--- config.mk ---
export PLATFORM = sky130hd
export DESIGN_NAME = proximity_alert_controller
export DESIGN_NICKNAME = d
export VERILOG_FILES = /design/src/pac_pkg.sv /design/src/proximity_alert_controller.sv
export SDC_FILE = /design/constraint.sdc
export NUM_CORES = 1
export LEC_CHECK = 0
export BUFFER_PORTS_ARGS = -buffer_cell sky130_fd_sc_hd__buf_2
export CAP_MARGIN = 20
export CORE_MARGIN = 2
export CORE_UTILIZATION = 35
export CTS_CLUSTER_DIAMETER = 40
export DETAILED_ROUTE_END_ITERATION = 7
export GPL_ROUTABILITY_DRIVEN = 0
export SYNTH_ARGS = -nofsm -noshare
export SYNTH_HDL_FRONTEND = slang
export SYNTH_SLANG_ARGS = --single-unit
--- constraint.sdc ---
create_clock -name clk -period 7.9 [get_ports clk]
set_input_delay 1.185 -clock clk [delete_from_list [all_inputs] [get_ports clk]]
set_output_delay 1.185 -clock clk [all_outputs]
set_load 0.005 [all_outputs]
--- src/pac_pkg.sv ---
// Package: widths, register indexes, codes and reset values of the proximity alert controller.
package pac_pkg;

	localparam int CNT_W  = 16;
	localparam int CM_W   = 10;
	localparam int ECHO_W = 16;
	localparam int DIST_W = 14;
	localparam int BAT_W  = 7;
	localparam int CFG_W  = 16;
	localparam int IDX_W  = 3;
	localparam int D_W    = 21;
	localparam int MM_W   = 20;
	localparam int RCP_SH = 27;

	localparam logic [CNT_W-1:0]  CNT_MAX     = '1;
	localparam logic [4:0]        ECHO_SCALE  = 5'd17;
	localparam logic [9:0]        CM_SCALE    = 10'd1000;
	localparam logic [D_W-1:0]    RCP_100     = 21'd1342178;
	localparam logic [BAT_W-1:0]  BAT_FULL    = 7'd100;
	localparam logic [BAT_W-1:0]  BAT_LOW_LIM = 7'd20;

	localparam logic [CNT_W-1:0] RST_DEBOUNCE = 16'd50;
	localparam logic [CNT_W-1:0] RST_MEASURE  = 16'd500;
	localparam logic [CNT_W-1:0] RST_SCREEN   = 16'd2000;
	localparam logic [CNT_W-1:0] RST_BATTERY  = 16'd30000;
	localparam logic [CM_W-1:0]  RST_MIN_CM   = 10'd2;
	localparam logic [CM_W-1:0]  RST_MAX_CM   = 10'd400;
	localparam logic [CM_W-1:0]  RST_SAFE_CM  = 10'd100;
	localparam logic [CM_W-1:0]  RST_DANGER_CM = 10'd40;

	typedef enum logic [IDX_W-1:0] {
		REG_DEBOUNCE = 3'd0,
		REG_MEASURE  = 3'd1,
		REG_SCREEN   = 3'd2,
		REG_BATTERY  = 3'd3,
		REG_MIN_CM   = 3'd4,
		REG_MAX_CM   = 3'd5,
		REG_SAFE_CM  = 3'd6,
		REG_DANGER_CM = 3'd7
	} reg_idx_t;

	typedef enum logic [1:0] {
		LED_NONE   = 2'd0,
		LED_GREEN  = 2'd1,
		LED_YELLOW = 2'd2,
		LED_RED    = 2'd3
	} led_t;

	typedef enum logic [1:0] {
		ZONE_OUT     = 2'd0,
		ZONE_SAFE    = 2'd1,
		ZONE_WARNING = 2'd2,
		ZONE_DANGER  = 2'd3
	} zone_t;

	typedef enum logic [1:0] {
		SCR_OFF    = 2'd0,
		SCR_DIST   = 2'd1,
		SCR_STATUS = 2'd2
	} screen_t;

endpackage

--- src/proximity_alert_controller.sv ---
// Top level: proximity alert controller, one tick item in, one status item out.
// Each accepted item passes the input register, then the output register, when not stalled.
// Throughput: one item per cycle while out_stall is low; the input register feeds a single
// pass of compare and counter logic that updates the state and loads the output register.
// in_stall rises only when both registers hold an item and the output is stalled.
// Reset: asynchronous, clears control and state to the power-up values (system on).
module proximity_alert_controller
	import pac_pkg::*;
(
	input  logic              clk,
	input  logic              arst_n,
	input  logic              cfg_we,
	input  logic [IDX_W-1:0]  cfg_index,
	input  logic [CFG_W-1:0]  cfg_data,
	input  logic              in_valid,
	output logic              in_stall,
	input  logic              button_level,
	input  logic [ECHO_W-1:0] echo_us,
	output logic              out_valid,
	input  logic              out_stall,
	output logic              sys_active,
	output logic              trigger,
	output logic [1:0]        led_code,
	output logic [1:0]        zone,
	output logic [DIST_W-1:0] distance_tenths,
	output logic [BAT_W-1:0]  battery_percent,
	output logic              battery_low,
	output logic [1:0]        screen_shown
);

	function automatic logic [CNT_W-1:0] sat_inc(input logic [CNT_W-1:0] c);
		return (c == CNT_MAX) ? c : c + 1'b1;
	endfunction

	// configuration
	logic [CNT_W-1:0] debounce_ticks_q, measure_period_q, screen_period_q, battery_period_q;
	logic [CM_W-1:0]  min_cm_q, max_cm_q, safe_cm_q, danger_cm_q;

	always_ff @(posedge clk or negedge arst_n) begin
		if (!arst_n) begin
			debounce_ticks_q <= RST_DEBOUNCE;
			measure_period_q <= RST_MEASURE;
			screen_period_q  <= RST_SCREEN;
			battery_period_q <= RST_BATTERY;
			min_cm_q         <= RST_MIN_CM;
			max_cm_q         <= RST_MAX_CM;
			safe_cm_q        <= RST_SAFE_CM;
			danger_cm_q      <= RST_DANGER_CM;
		end else if (cfg_we) begin
			case (reg_idx_t'(cfg_index))
				REG_DEBOUNCE:  debounce_ticks_q <= cfg_data;
				REG_MEASURE:   measure_period_q <= cfg_data;
				REG_SCREEN:    screen_period_q  <= cfg_data;
				REG_BATTERY:   battery_period_q <= cfg_data;
				REG_MIN_CM:    min_cm_q         <= cfg_data[CM_W-1:0];
				REG_MAX_CM:    max_cm_q         <= cfg_data[CM_W-1:0];
				REG_SAFE_CM:   safe_cm_q        <= cfg_data[CM_W-1:0];
				REG_DANGER_CM: danger_cm_q      <= cfg_data[CM_W-1:0];
				default: ;
			endcase
		end
	end

	// handshake
	logic valid_s1;
	logic advance;
	logic in_take;

	assign advance  = valid_s1 && (!out_valid || !out_stall);
	assign in_stall = valid_s1 && out_valid && out_stall;
	assign in_take  = in_valid && !in_stall;

	// input register: echo already scaled to thousandths of a cm
	logic           level_s1;
	logic [D_W-1:0] d_s1;

	always_ff @(posedge clk or negedge arst_n) begin
		if (!arst_n) begin
			valid_s1 <= 1'b0;
		end else if (in_take) begin
			valid_s1 <= 1'b1;
		end else if (advance) begin
			valid_s1 <= 1'b0;
		end
	end

	always_ff @(posedge clk) begin
		if (in_take) begin
			level_s1 <= button_level;
			d_s1     <= D_W'(echo_us) * D_W'(ECHO_SCALE);
		end
	end

	// state
	logic              prev_level_q, stable_level_q, is_on_q, screen_flip_q;
	logic [CNT_W-1:0]  debounce_count_q, measure_count_q, screen_count_q, battery_count_q;
	logic [BAT_W-1:0]  battery_level_q;
	logic [1:0]        led_state_q, last_zone_q, screen_state_q;
	logic [DIST_W-1:0] last_distance_q;

	logic              stable_n, is_on_n, flip_n, trig_n;
	logic [CNT_W-1:0]  deb_n, meas_n, scr_n, bat_cnt_n;
	logic [BAT_W-1:0]  bat_n;
	logic [1:0]        led_n, zone_n, screen_n;
	logic [DIST_W-1:0] dist_n;
	logic [2*D_W-1:0]  quot_prod;
	logic [D_W-1:0]    min_mm, max_mm, safe_mm, danger_mm;

	assign quot_prod = d_s1 * RCP_100;
	assign min_mm    = D_W'(MM_W'(min_cm_q) * MM_W'(CM_SCALE));
	assign max_mm    = D_W'(MM_W'(max_cm_q) * MM_W'(CM_SCALE));
	assign safe_mm   = D_W'(MM_W'(safe_cm_q) * MM_W'(CM_SCALE));
	assign danger_mm = D_W'(MM_W'(danger_cm_q) * MM_W'(CM_SCALE));

	always_comb begin
		stable_n  = stable_level_q;
		is_on_n   = is_on_q;
		flip_n    = screen_flip_q;
		screen_n  = screen_state_q;
		trig_n    = 1'b0;
		led_n     = led_state_q;
		zone_n    = last_zone_q;
		dist_n    = last_distance_q;
		bat_n     = battery_level_q;

		// debounce and toggle
		deb_n = (level_s1 != prev_level_q) ? '0 : sat_inc(debounce_count_q);
		if (deb_n > debounce_ticks_q && level_s1 != stable_level_q) begin
			stable_n = level_s1;
			if (!level_s1) begin
				if (!is_on_q) begin
					is_on_n  = 1'b1;
					flip_n   = 1'b0;
					screen_n = SCR_DIST;
				end else begin
					is_on_n  = 1'b0;
					screen_n = SCR_OFF;
				end
			end
		end

		// battery
		bat_cnt_n = sat_inc(battery_count_q);
		if (bat_cnt_n >= battery_period_q) begin
			bat_cnt_n = '0;
			if (battery_level_q != '0)
				bat_n = battery_level_q - 1'b1;
		end

		// measurement
		meas_n = sat_inc(measure_count_q);
		if (!is_on_n) begin
			led_n = LED_NONE;
		end else if (meas_n >= measure_period_q) begin
			meas_n = '0;
			trig_n = 1'b1;
			if (d_s1 < min_mm || d_s1 > max_mm) begin
				led_n  = LED_NONE;
				zone_n = ZONE_OUT;
			end else if (d_s1 > safe_mm) begin
				led_n  = LED_GREEN;
				zone_n = ZONE_SAFE;
			end else if (d_s1 > danger_mm) begin
				led_n  = LED_YELLOW;
				zone_n = ZONE_WARNING;
			end else begin
				led_n  = LED_RED;
				zone_n = ZONE_DANGER;
			end
			dist_n = quot_prod[RCP_SH+DIST_W-1:RCP_SH];
		end

		// screen
		scr_n = sat_inc(screen_count_q);
		if (is_on_n && scr_n >= screen_period_q) begin
			scr_n    = '0;
			flip_n   = !flip_n;
			screen_n = flip_n ? SCR_DIST : SCR_STATUS;
		end
	end

	always_ff @(posedge clk or negedge arst_n) begin
		if (!arst_n) begin
			prev_level_q     <= 1'b1;
			stable_level_q   <= 1'b1;
			debounce_count_q <= '0;
			is_on_q          <= 1'b1;
			measure_count_q  <= '0;
			screen_count_q   <= '0;
			battery_count_q  <= '0;
			battery_level_q  <= BAT_FULL;
			screen_flip_q    <= 1'b0;
			led_state_q      <= LED_NONE;
			last_zone_q      <= ZONE_OUT;
			last_distance_q  <= '0;
			screen_state_q   <= SCR_DIST;
		end else if (advance) begin
			prev_level_q     <= level_s1;
			stable_level_q   <= stable_n;
			debounce_count_q <= deb_n;
			is_on_q          <= is_on_n;
			measure_count_q  <= meas_n;
			screen_count_q   <= scr_n;
			battery_count_q  <= bat_cnt_n;
			battery_level_q  <= bat_n;
			screen_flip_q    <= flip_n;
			led_state_q      <= led_n;
			last_zone_q      <= zone_n;
			last_distance_q  <= dist_n;
			screen_state_q   <= screen_n;
		end
	end

	// output register
	always_ff @(posedge clk or negedge arst_n) begin
		if (!arst_n) begin
			out_valid <= 1'b0;
		end else if (advance) begin
			out_valid <= 1'b1;
		end else if (!out_stall) begin
			out_valid <= 1'b0;
		end
	end

	always_ff @(posedge clk) begin
		if (advance) begin
			sys_active      <= is_on_n;
			trigger         <= trig_n;
			led_code        <= led_n;
			zone            <= zone_n;
			distance_tenths <= dist_n;
			battery_percent <= bat_n;
			battery_low     <= (bat_n < BAT_LOW_LIM);
			screen_shown    <= screen_n;
		end
	end

endmodule
==> results.md, run 1 <==
- The number of nets in the synthesized netlist is 3,748.
- The biggest fanout along the worst timing path is 13.
- Global routing used 26.1% of the available met2 tracks.
- The type of origin of the critical path is a flop.
- The number of instances in the synthesized netlist is 2,888.
- The run finished with clean final reports.
- Adding up every negative setup slack in the final design gives 0 ns.
- The maximum number of pins on one net before global-route repair is 92.
- The number of port buffers is 72.
- The clock tree buffer depth is 3.
- After clock tree synthesis, the repair step resized 0 gates.
- The clock tree from TritonCTS is yes.
- The total clock sinks is 253.
- From bottom edge to top edge, the die measures 292 um.
- The H-tree depth is 2.
- The count of nets left with antenna violations after detail routing is 0.
- The share of flip-flops with an asynchronous set or reset is 79.4%.
- The kind of critical path is reg2reg.
- The number of max-slew violations in the final report came to 0.
- The total I/O pin count is 73.
- The wire length per cell is 16.2 um.
- The initial antenna violation count is 6.
- In the routed design, unresolved DRC markers number 0.
- The global routing usage on met1 is 22.9%.
- The final setup violation count is 0.
- The arrival time of the worst setup path is 7.50 ns.
- The count of flip-flops with a built-in enable after synthesis is 52.
- The average cell area after synthesis is 10.0 um^2.
- The Yosys step of the flow raised 0 warnings.
- For this run, global-route usage on met3 was measured as 2.52%.
- The global route total overflow is 0.
- Summing over every cut layer, the via total after detailed routing is 20,400.
- The post-CTS setup buffer count is 0.
- The min-delay analysis places its worst path in the category reg2reg.
- The number of global-route vias before repair is 20,600.
- The first routing iteration left 822 violations.
- Clock-pin slew was measured on the worst setup and hold paths at 0.06 ns.
- The area fraction of the dominant cell type after synthesis is 23.6%.
- The dominant register cell in the synthesized netlist is dfrtp_1.
- Setup repair after global routing left no endpoint under its margin.
- The core area is 0.0820 mm^2.
- The final-report hold violation count is 0.
- The initial utilization of the core area, before any placement, comes to 35.3%.
- The overall die width is 292 um.
- The global routing usage summed across all routing layers is 16.3%.
- ha_1 takes more of the synthesized area than any other cell.
- In this run, CTS created clock tree buffers numbering 59.
- Dividing the detail-routed via count by the number of cells gives 4.94.
- The number of flip-flops and latches in the synthesized netlist is 253.
- The floorplan step defined a die boundary enclosing 0.0851 mm^2.
- In the finished design, the share of the clock period the worst path needs comes to 90.1%.
- The synthesis-to-finish area growth is 13.5%.
- At the pin with the least slew margin, the transition time is 0.920 ns.
- The worst clock skew is 0.0347 ns.
- The site row count is 105.
- The maximum operating frequency is 0.140 GHz.
- The routed wire length is 66,800 um.
- The global routing stage identified its most utilized layer as met2.
- The number of different library cells in the post-synthesis netlist is 82.
- The master cell of the clock root buffer is clkbuf_16.
- The number of maximum-capacitance violations is 0.
- The routed design could run at a clock period as short as 7.12 ns.
- Detailed placement finished with a half-perimeter wire length of 52,800 um.
- After synthesis the cells add up to 0.0290 mm^2.
- In the final layout, the share of cells above drive strength 1 is 11.3%.
- In the post-synthesis netlist, the biggest area contributors are ha_1 24%, fa_1 19%, dfrtp_1 14%.
- The relative max-transition margin is 38.3%.
- The endpoint required time on the critical path is 8.28 ns.
- The type of destination of the critical path is a flop.
- Summing the sequential cell areas from Yosys gives 22.9% of the chip area.
- After the last flow step, the layout net total stands at 3,862.
- Before antenna repair, the detailed router went through 5 iterations.
- The first global-routing pass estimated 111,000 um of wire.
- For the worst-skew pair, the clock arrives at the later sink with an insertion delay of 0.63 ns.
- Buffers inserted to repair hold after CTS numbered 0.
==> through the flow <==
| stage | hold slack, ns | cell area (um^2) | cells | util [%] | setup slack [ns] |
|---|---|---|---|---|---|
| 4_1_cts | 0.477 | 32800 | 4120 | 40.1 | 0.779 |
| 3_3_place_gp | 0.464 | 30700 | 4009 | 37.5 | 0.850 |
| 5_1_grt | 0.504 | 32900 | 4124 | 40.1 | 0.261 |
| 3_5_place_dp | 0.467 | 30700 | 4009 | 37.5 | 0.763 |
| 6_report | 0.476 | 32900 | 4126 | 40.1 | 0.780 |
| 2_1_floorplan | 0.446 | 29000 | 2888 | - | 1.61 |
==> layout make-up <==
type	instances	area (um^2)
diodes	4	10.0
clock inverters	43	597
multi-input cells	2072	20200
well taps	1070	1340
inverters	519	1950
clock buffers	68	1550
repair buffers	97	562
fillers	8118	49100
flip-flops and latches	253	6640
==> registers in the layout (all words and copies together), names as in the netlist, 7 cells and up <==
name,count
battery_level_q,7
battery_count_q,16
battery_period_q,16
debounce_count_q,16
battery_percent,7
debounce_ticks_q,16
max_cm_q,10
d_s1,21
measure_period_q,16
screen_period_q,16
screen_count_q,16
last_distance_q,14
danger_cm_q,10
safe_cm_q,10
measure_count_q,16
distance_tenths,14
min_cm_q,10
==> synthesized netlist by cell type, types with 38 or more instances <==
library cell,instances
ha_1,546
inv_1,516
fa_1,273
nand2_1,226
dfrtp_1,163
o21ai_0,123
a21oi_1,101
nor2_1,92
mux2_2,74
xnor2_1,67
xor2_1,67
edfxtp_1,52
a21o_1,49
nand3_1,48
nor3_1,42
dfstp_2,38
==> layout by cell type (no fill, tap or decap), types with 12 or more instances in the layout <==
master       n
ha_1       546
inv_1      516
fa_1       273
nand2_1    225
dfrtp_1    163
o21ai_0    123
a21oi_1    101
nor2_1      92
mux2_2      74
buf_2       71
xnor2_1     67
xor2_1      66
clkbuf_16   59
edfxtp_1    52
a21o_1      49
nand3_1     48
nor3_1      40
dfstp_2     38
nand4_1     33
o31ai_1     31
and3_1      30
buf_4       23
nand2b_1    21
nor2b_1     17
a211oi_1    17
a22o_1      14
clkinv_2    13
and4_1      12
o21bai_1    12
==> final timing paths <==
path | startpoint | endpoint | slack [ns] | cells past startpoint
max in group asynchronous | arst_n | max_cm_q[1]$_DFFE_PN0P_ | 5.81 | 2
setup / recovery | d_s1[7]$_DFFE_PP_ | distance_tenths[6]$_DFFE_PP_ | 0.78 | 20
hold / removal | prev_level_q$_DFFE_PN1P_ | prev_level_q$_DFFE_PN1P_ | 0.48 | 2
hold reg to reg | prev_level_q$_DFFE_PN1P_ | prev_level_q$_DFFE_PN1P_ | 0.48 | 2
setup reg to reg | d_s1[7]$_DFFE_PP_ | distance_tenths[6]$_DFFE_PP_ | 0.78 | 20
min in group asynchronous | arst_n | screen_count_q[13]$_DFFE_PN0P_ | 0.65 | 1
==> kinds of logic (layout without fill, tap and decap cells) <==
group                    count (synthesis)  count (layout)  synth area share (%)
AO/OA/AOI/OAI                          457             457                  10.3
multiplexers                            81              81                  3.15
adder cells (fa/ha/maj)                819             819                  42.5
flip-flops                             253             253                  22.9
buffers and inverters                  563             727                  7.36
other                                    0               4                     0
XOR/XNOR                               135             135                  4.11
AND/OR/NAND/NOR                        580             580                  9.71
==> layer usage <==
layer  vias up  routed length (um)
li1      10100                   -
met3        82                2560
met5         -                  12
met1      9949               31900
met4         2                1340
met2       272               31000
==> worst max-delay path, cell delays in order, from the launching register on <==
cell	delay, ns
edfxtp_1	0.92
fa_1	0.56
ha_1	0.24
fa_1	0.53
inv_1	0.05
fa_1	0.47
inv_1	0.06
fa_1	0.54
inv_1	0.06
fa_1	0.50
fa_1	0.51
inv_1	0.04
ha_1	0.31
o21ai_0	0.23
a21oi_1	0.10
a211oi_1	0.39
o221ai_1	0.25
a2111oi_0	0.59
nor2_1	0.13
xnor2_1	0.16
mux2_2	0.26
Power of run 1 is left out: the tool's default activity adds up to more than one toggle a clock period on the data nets, which glitch-free logic cannot reach.
==> run 2: changes to the inputs <==
--- a/config.mk
+++ b/config.mk
@@ -8,7 +8,7 @@
 export BUFFER_PORTS_ARGS = -buffer_cell sky130_fd_sc_hd__buf_2
 export CAP_MARGIN = 20
 export CORE_MARGIN = 2
-export CORE_UTILIZATION = 35
+export CORE_UTILIZATION = 40
 export CTS_CLUSTER_DIAMETER = 40
 export DETAILED_ROUTE_END_ITERATION = 7
 export GPL_ROUTABILITY_DRIVEN = 0
==> results.md, run 2 (synthesis gave the netlist of run 1 again) <==
- The flow ran to the end, and the final reports show no timing, DRC or antenna violations.
- The core area came to 0.0716 mm^2 (-13%).
- The initial antenna violation count is 2 (-4).
- The summed negative setup slack over all endpoints was 0 ns (unchanged).
- The area occupied by registers came to 0.00664 mm^2 (unchanged).
- The final setup violation count is 0 (unchanged).
- The endpoint identified for the worst register-to-register timing path is distance_tenths[6]$_DFFE_PP_.
- The DRC violation total after the first TritonRoute iteration came to 1,003 (+22%).
- The relative max-transition margin is 37.9% (-0.45 points).
- The number of maximum-capacitance violations is 0 (unchanged).
- The layout cell share with drive strength beyond 1 is 11.2% (-0.047 points).
- The maximum operating frequency is 0.140 GHz (-0.51%).
- The worst setup path is launched from a flop.
- The number of global-route vias before repair was 20,900 (+1.5%).
- The final non-filler cell area is 0.0326 mm^2 (-0.85%).
- d_s1 holds more flip-flops than any other register.
- The cell seen most often among critical-path stages is fa_1.
- The critical path is of the reg2reg type.
- The count of vias placed by the detailed router is 20,400 (+0.29%).
- The number of buffer and inverter stages on the critical path is 5 (+1).
- The number of port buffers is 72 (unchanged).
- Setup repair after global routing left no endpoint under its margin.
- The count of nets left with antenna violations after detail routing was 0 (unchanged).
- The starting density of the core was 40.5% (+5.1 points).
- The library cell used most frequently in the layout, excluding fill and tap cells, is ha_1.
- The routed wire length came to 67,200 um (+0.66%).
- The number of flip-flops under the largest register name is 21 (unchanged).
- The critical path starts at d_s1[6]$_DFFE_PP_.
- The clock tree from TritonCTS is yes.
- The global routing usage summed across all routing layers was 18.7% (+2.4 points).
- The slew of the pin with the lowest slew margin came to 0.927 ns (+0.00672 ns).
- The clock tree buffer depth is 3 (unchanged).
- The count of fill cells added during filler insertion is 6,940 (-15%).
- The final critical-path required period is 7.16 ns (+0.0366 ns).
- The number of design rule violations left after detail routing is 0 (unchanged).
- The post-CTS setup buffer count was 0 (unchanged).
- The overall die width came to 273 um (-6.4%).
- The net count of the finished layout is 3,860 (-0.052%).
- The number of hold buffers added after CTS is 0 (unchanged).
- The arrival time of the worst setup path is 7.52 ns (+0.02 ns).
- For hold timing, the worst endpoint is measure_count_q[10]$_DFFE_PN0P_.
- The final-report hold violation count is 0 (unchanged).
- The number of max-slew violations in the final report is 0 (unchanged).
- The multi-input gate area in the final layout was 0.0202 mm^2 (unchanged).
- The startpoint of the most critical register-to-register path is d_s1[6]$_DFFE_PP_.
- The worst clock skew came to 0.0750 ns (+0.0403 ns).
- The maximum number of pins on one net before global-route repair is 83 (-9.8%).
- The top cell types in the final layout, fill and taps aside, are 546 x ha_1, 516 x inv_1, 273 x fa_1.
- The worst setup slack for register-to-register paths is 0.74 ns (-0.04 ns).
- Relative to the synthesized area, the layout overhead comes to 12.5%.
- The worst-case hold slack is 0.481 ns (+0.00488 ns).
- The number of cells on the worst reg-to-reg path is 21 (+5.0%).
- The global route total overflow is 0 (unchanged).
- The clock slew seen by the registers of the worst setup and hold paths was 0.06 ns (about the same).
- The startpoint of the lowest-slack hold path is measure_count_q[10]$_DFFE_PN0P_.
- The count of cells resized by post-cts repair is 0 (unchanged).
- The overall die height came to 273 um (-6.4%).
- The number of buffers created by CTS is 55 (-6.8%).
- The hold path depth was 2 (unchanged).
- STA classifies the critical path endpoint as a flop.
- The insertion delay to the later sink of the worst-skew pair is 0.64 ns (about the same).
- The library cell contributing the largest single delay on the critical path is a211oi_1.
- The share of the core filled with cells in the final layout was 45.5% (+5.4 points).
- The site row count is 98 (-6.7%).
- The via density per instance is 5.11 (+3.5%).
- The first-pass detailed-route iteration total is 5 (unchanged).
- The H-tree depth came to 2 (unchanged).
- CTS placed an instance of clkbuf_16 at the clock tree root.
- The total I/O pin count is 73 (unchanged).
- The biggest fanout along the worst timing path was 11 (-2).
- The wire length per cell is 16.8 um (+3.9%).
- The endpoint required time on the critical path is 8.27 ns (about the same).
- The cell area after placement is 0.0306 mm^2 (-0.44%).
- The detailed placer's ending HPWL is 53,200 um (+0.82%).
- The path class of the tightest hold or removal check is reg2reg.
- The total clock sinks was 253 (unchanged).
- The largest stage delay on the critical path is 0.71 ns (-0.21 ns).
- The global-route wire length before repair is 111,000 um (+0.11%).
- The die area is 0.0746 mm^2 (-12%).
- The share of the clock period used by the worst path was 90.6% (+0.46 points).
- The critical path's top delay family is adder cells.
- The signal on the critical path passes through buf_4, ha_1, inv_1, fa_1, inv_1, ha_1, fa_1, inv_1, fa_1, inv_1, fa_1, fa_1, ha_1, a21oi_1, nand2_1, a211oi_1, o221ai_1, a2111oi_0, nor2_1, xnor2_1, mux2_2.
run 2: cell count changes in the layout (fill, tap and decap cells not counted), moves of 2 or more:
cell,before,now
buf_4,23,25
bufinv_16,11,7
clkbuf_1,5,3
clkbuf_16,59,55
clkinv_16,1,3
clkinv_2,13,6
clkinv_4,4,6
clkinvlp_4,4,7
diode_2,4,1
inv_6,4,9
inv_8,5,3
run 2: cell type report:
class | instances | share of cell area (%)
diodes | 1 | 0.00768
clock buffers | 64 | 4.51
clock inverters | 40 | 1.67
inverters | 519 | 5.99
multi-input cells | 2072 | 62.1
flip-flops and latches | 253 | 20.4
well taps | 950 | 3.65
repair buffers | 99 | 1.76
run 2: worst max-delay path by stage:
stage / end / cells after the start
after global placement: distance_tenths[6]$_DFFE_PP_ / 19
after global routing: distance_tenths[6]$_DFFE_PP_ / 21
after detailed placement: distance_tenths[6]$_DFFE_PP_ / 21
after floorplan: distance_tenths[6]$_DFFE_PP_ / 20
final: distance_tenths[6]$_DFFE_PP_ / 21
after CTS: distance_tenths[6]$_DFFE_PP_ / 21
run 2: worst min-delay path, stage by stage, from the launching register on:
cell and delay, ns:
dfrtp_1 0.34, nand2_1 0.04, o21ai_0 0.06
run 2: per-stage QoR:
stage          setup slack, ns  instances
2_1_floorplan             1.61       2888
3_3_place_gp             0.935       3891
3_5_place_dp             0.756       3891
4_1_cts                  0.795       3995
5_1_grt                  0.308       3997
6_report                 0.743       3998
run 2: per-layer routing:
metal,track usage [%],up-vias,share of wire [%]
met1,26.1,10000,47
met2,30.0,282,46
met5,0,-,0
li1,-,10100,-
met3,2.67,92,3.8
met4,5.19,0,2.5
Power of run 2 is left out for the same reason.
==> run 3: changes to the inputs <==
--- a/config.mk
+++ b/config.mk
@@ -8,10 +8,11 @@
 export BUFFER_PORTS_ARGS = -buffer_cell sky130_fd_sc_hd__buf_2
 export CAP_MARGIN = 20
 export CORE_MARGIN = 2
-export CORE_UTILIZATION = 40
+export CORE_UTILIZATION = 56
 export CTS_CLUSTER_DIAMETER = 40
 export DETAILED_ROUTE_END_ITERATION = 7
 export GPL_ROUTABILITY_DRIVEN = 0
+export PLACE_DENSITY = 0.73
 export SYNTH_ARGS = -nofsm -noshare
 export SYNTH_HDL_FRONTEND = slang
 export SYNTH_SLANG_ARGS = --single-unit
==> results.md, run 3 (synthesis gave the netlist of run 1 again) <==
- The flow ran to the end, and the final reports show no timing, DRC or antenna violations.
- The slew of the pin with the lowest slew margin came to 0.931 ns (+0.00380 ns).
- The DRC violation total after the first TritonRoute iteration is 1,390 (+39%).
- The count of cells resized by post-cts repair came to 0 (unchanged).
- The worst setup slack for register-to-register paths is 0.57 ns (-0.17 ns).
- The number of port buffers is 72 (unchanged).
- The total clock sinks is 253 (unchanged).
- The met2 routed wirelength is 33,700 um (+8.1%).
- The layout cell share with drive strength beyond 1 is 10.4% (-0.83 points).
- The top cell types in the final layout, fill and taps aside, are 546 x ha_1, 516 x inv_1, 273 x fa_1.
- The post-CTS setup buffer count was 0 (unchanged).
- STA classifies the critical path endpoint as a flop.
- The detailed placer's ending HPWL is 53,000 um (-0.38%).
- The startpoint of the most critical register-to-register path is d_s1[8]$_DFFE_PP_.
- The count of nets left with antenna violations after detail routing is 0 (unchanged).
- The final-report hold violation count was 0 (unchanged).
- The global-route wire length before repair is 113,000 um (+1.8%).
- The most critical setup path has its startpoint at d_s1[8]$_DFFE_PP_.
- The overall die height is 231 um (-15%).
- The starting density of the core is 56.6% (+16 points).
- The worst setup path is launched from a flop.
- The arrival time of the worst setup path is 7.65 ns (+0.13 ns).
- The biggest fanout along the worst timing path is 13 (+2).
- The count of vias placed by the detailed router is 21,100 (+3.3%).
- The endpoint required time on the critical path came to 8.22 ns (-0.05 ns).
- The routed wire length is 67,700 um (+0.67%).
- The maximum number of pins on one net before global-route repair is 87 (+4.8%).
- The worst clock skew is 0.0573 ns (-0.0177 ns).
- The number of max-slew violations in the final report is 0 (unchanged).
- The number of buffers created by CTS is 45 (-18%).
- d_s1 holds more flip-flops than any other register.
- The worst hold path begins at last_distance_q[13]$_DFFE_PN0P_.
- The overall die width is 231 um (-15%).
- The master cell of the clock root buffer is clkbuf_16.
- The final setup violation count was 0 (unchanged).
- By instance count, the cell type seen most on the critical path is fa_1.
- The number of flip-flops under the largest register name came to 21 (unchanged).
- The number of design rule violations left after detail routing was 0 (unchanged).
- The topmost layer with routed signal wires is met4.
- The core area is 0.0512 mm^2 (-29%).
- The die area came to 0.0536 mm^2 (-28%).
- The min-delay analysis places its worst path in the category reg2reg.
- The number of hold buffers added after CTS is 0 (unchanged).
- The total I/O pin count is 73 (unchanged).
- The clock slew seen by the registers of the worst setup and hold paths came to 0.05 ns (about the same).
- The met3 wire length was 2840 um (+11%).
- The number of global-route vias before repair is 22,300 (+6.8%).
- For this design, the slowest cell found on the critical path is edfxtp_1.
- The insertion delay to the later sink of the worst-skew pair is 0.61 ns (-0.03 ns).
- The largest stage delay on the critical path is 0.89 ns (+0.18 ns).
- The initial antenna violation count was 0 (-2).
- The global routing usage summed across all routing layers is 26.4% (+7.7 points).
- The net count of the finished layout is 3,845 (-0.39%).
- The wire length per cell is 18.3 um (+8.7%).
- The first-pass detailed-route iteration total is 5 (unchanged).
- The H-tree depth is 2 (unchanged).
- The number of maximum-capacitance violations is 0 (unchanged).
- The wire length on met1 is 29,000 um (-8.8%).
- The worst setup path is of the reg2reg kind.
- The share of the clock period used by the worst path is 92.7% (+2.2 points).
- The critical path goes through ha_1, inv_1, fa_1, fa_1, fa_1, inv_1, fa_1, fa_1, inv_1, fa_1, inv_1, ha_1, a21oi_1, o21ai_0, a211oi_1, o221ai_1, a2111oi_0, nor2_1, xnor2_1, mux2_2.
- The relative max-transition margin is 37.6% (-0.25 points).
- The via density per instance was 5.70 (+12%).
- The clock tree buffer depth is 3 (unchanged).
- The global route total overflow was 0 (unchanged).
- Setup repair after global routing left no endpoint under its margin.
- The maximum operating frequency is 0.136 GHz (-2.3%).
- TritonCTS built the clock tree.
- The final critical-path required period is 7.33 ns (+0.170 ns).
- From synthesis to final layout, the design area changed by 9.97%.
- The summed negative setup slack over all endpoints was 0 ns (unchanged).
- The antenna diode instance count is 0 (-1).
- The most frequent standard cell in the layout excluding fill and tap cells is ha_1.
- The site row count is 83 (-15%).
==> run 3: per-layer routing <==
layer | GRT usage [%] | vias to the layer above
li1 | - | 10000
met4 | 8.91 | 0
met2 | 45.5 | 477
met5 | 0 | -
met1 | 34.4 | 10500
met3 | 3.04 | 141
==> run 3: per-stage QoR <==
stage          util (%)  instances  hold WS, ns  cell area [um^2]  setup slack (ns)
2_1_floorplan         -       2888        0.446             29000              1.61
3_3_place_gp       59.0       3616        0.460             30200             0.863
3_5_place_dp       59.0       3616        0.470             30200             0.690
4_1_cts            62.2       3699        0.481             31800             0.719
5_1_grt            62.2       3701        0.505             31900             0.379
6_report           62.2       3701        0.479             31900             0.573
==> run 3: area by class of cell <==
cell class                      count  area, um^2
Sequential cell                   253        6640
Multi-Input combinational cell   2072       20200
Clock inverter                     30         439
Timing Repair Buffer               94         552
Inverter                          519        1950
Tap cell                          680         851
Clock buffer                       53        1200
Fill cell                        4090       19300
==> run 3: worst max-delay path, delay by kind of cell (launching register included) <==
family                     cells  cell delay (ns)
adders and majority gates      8             3.63
AOI/OAI and AO/OA              5             1.71
DFF                            1             0.89
muxes                          1             0.28
buffers and inverters          4             0.24
xor gates and xnor gates       1             0.18
and+or+nand+nor                1             0.15
==> run 3: final timing paths <==
kind | end | depth (start not counted)
min reg2reg | last_distance_q[13]$_DFFE_PN0P_ | 2
min | last_distance_q[13]$_DFFE_PN0P_ | 2
max reg2reg | distance_tenths[6]$_DFFE_PP_ | 20
max | distance_tenths[6]$_DFFE_PP_ | 20
max in group asynchronous | last_distance_q[1]$_DFFE_PN0P_ | 3
min in group asynchronous | safe_cm_q[8]$_DFFE_PN0P_ | 1
Power of run 3 is left out for the same reason.
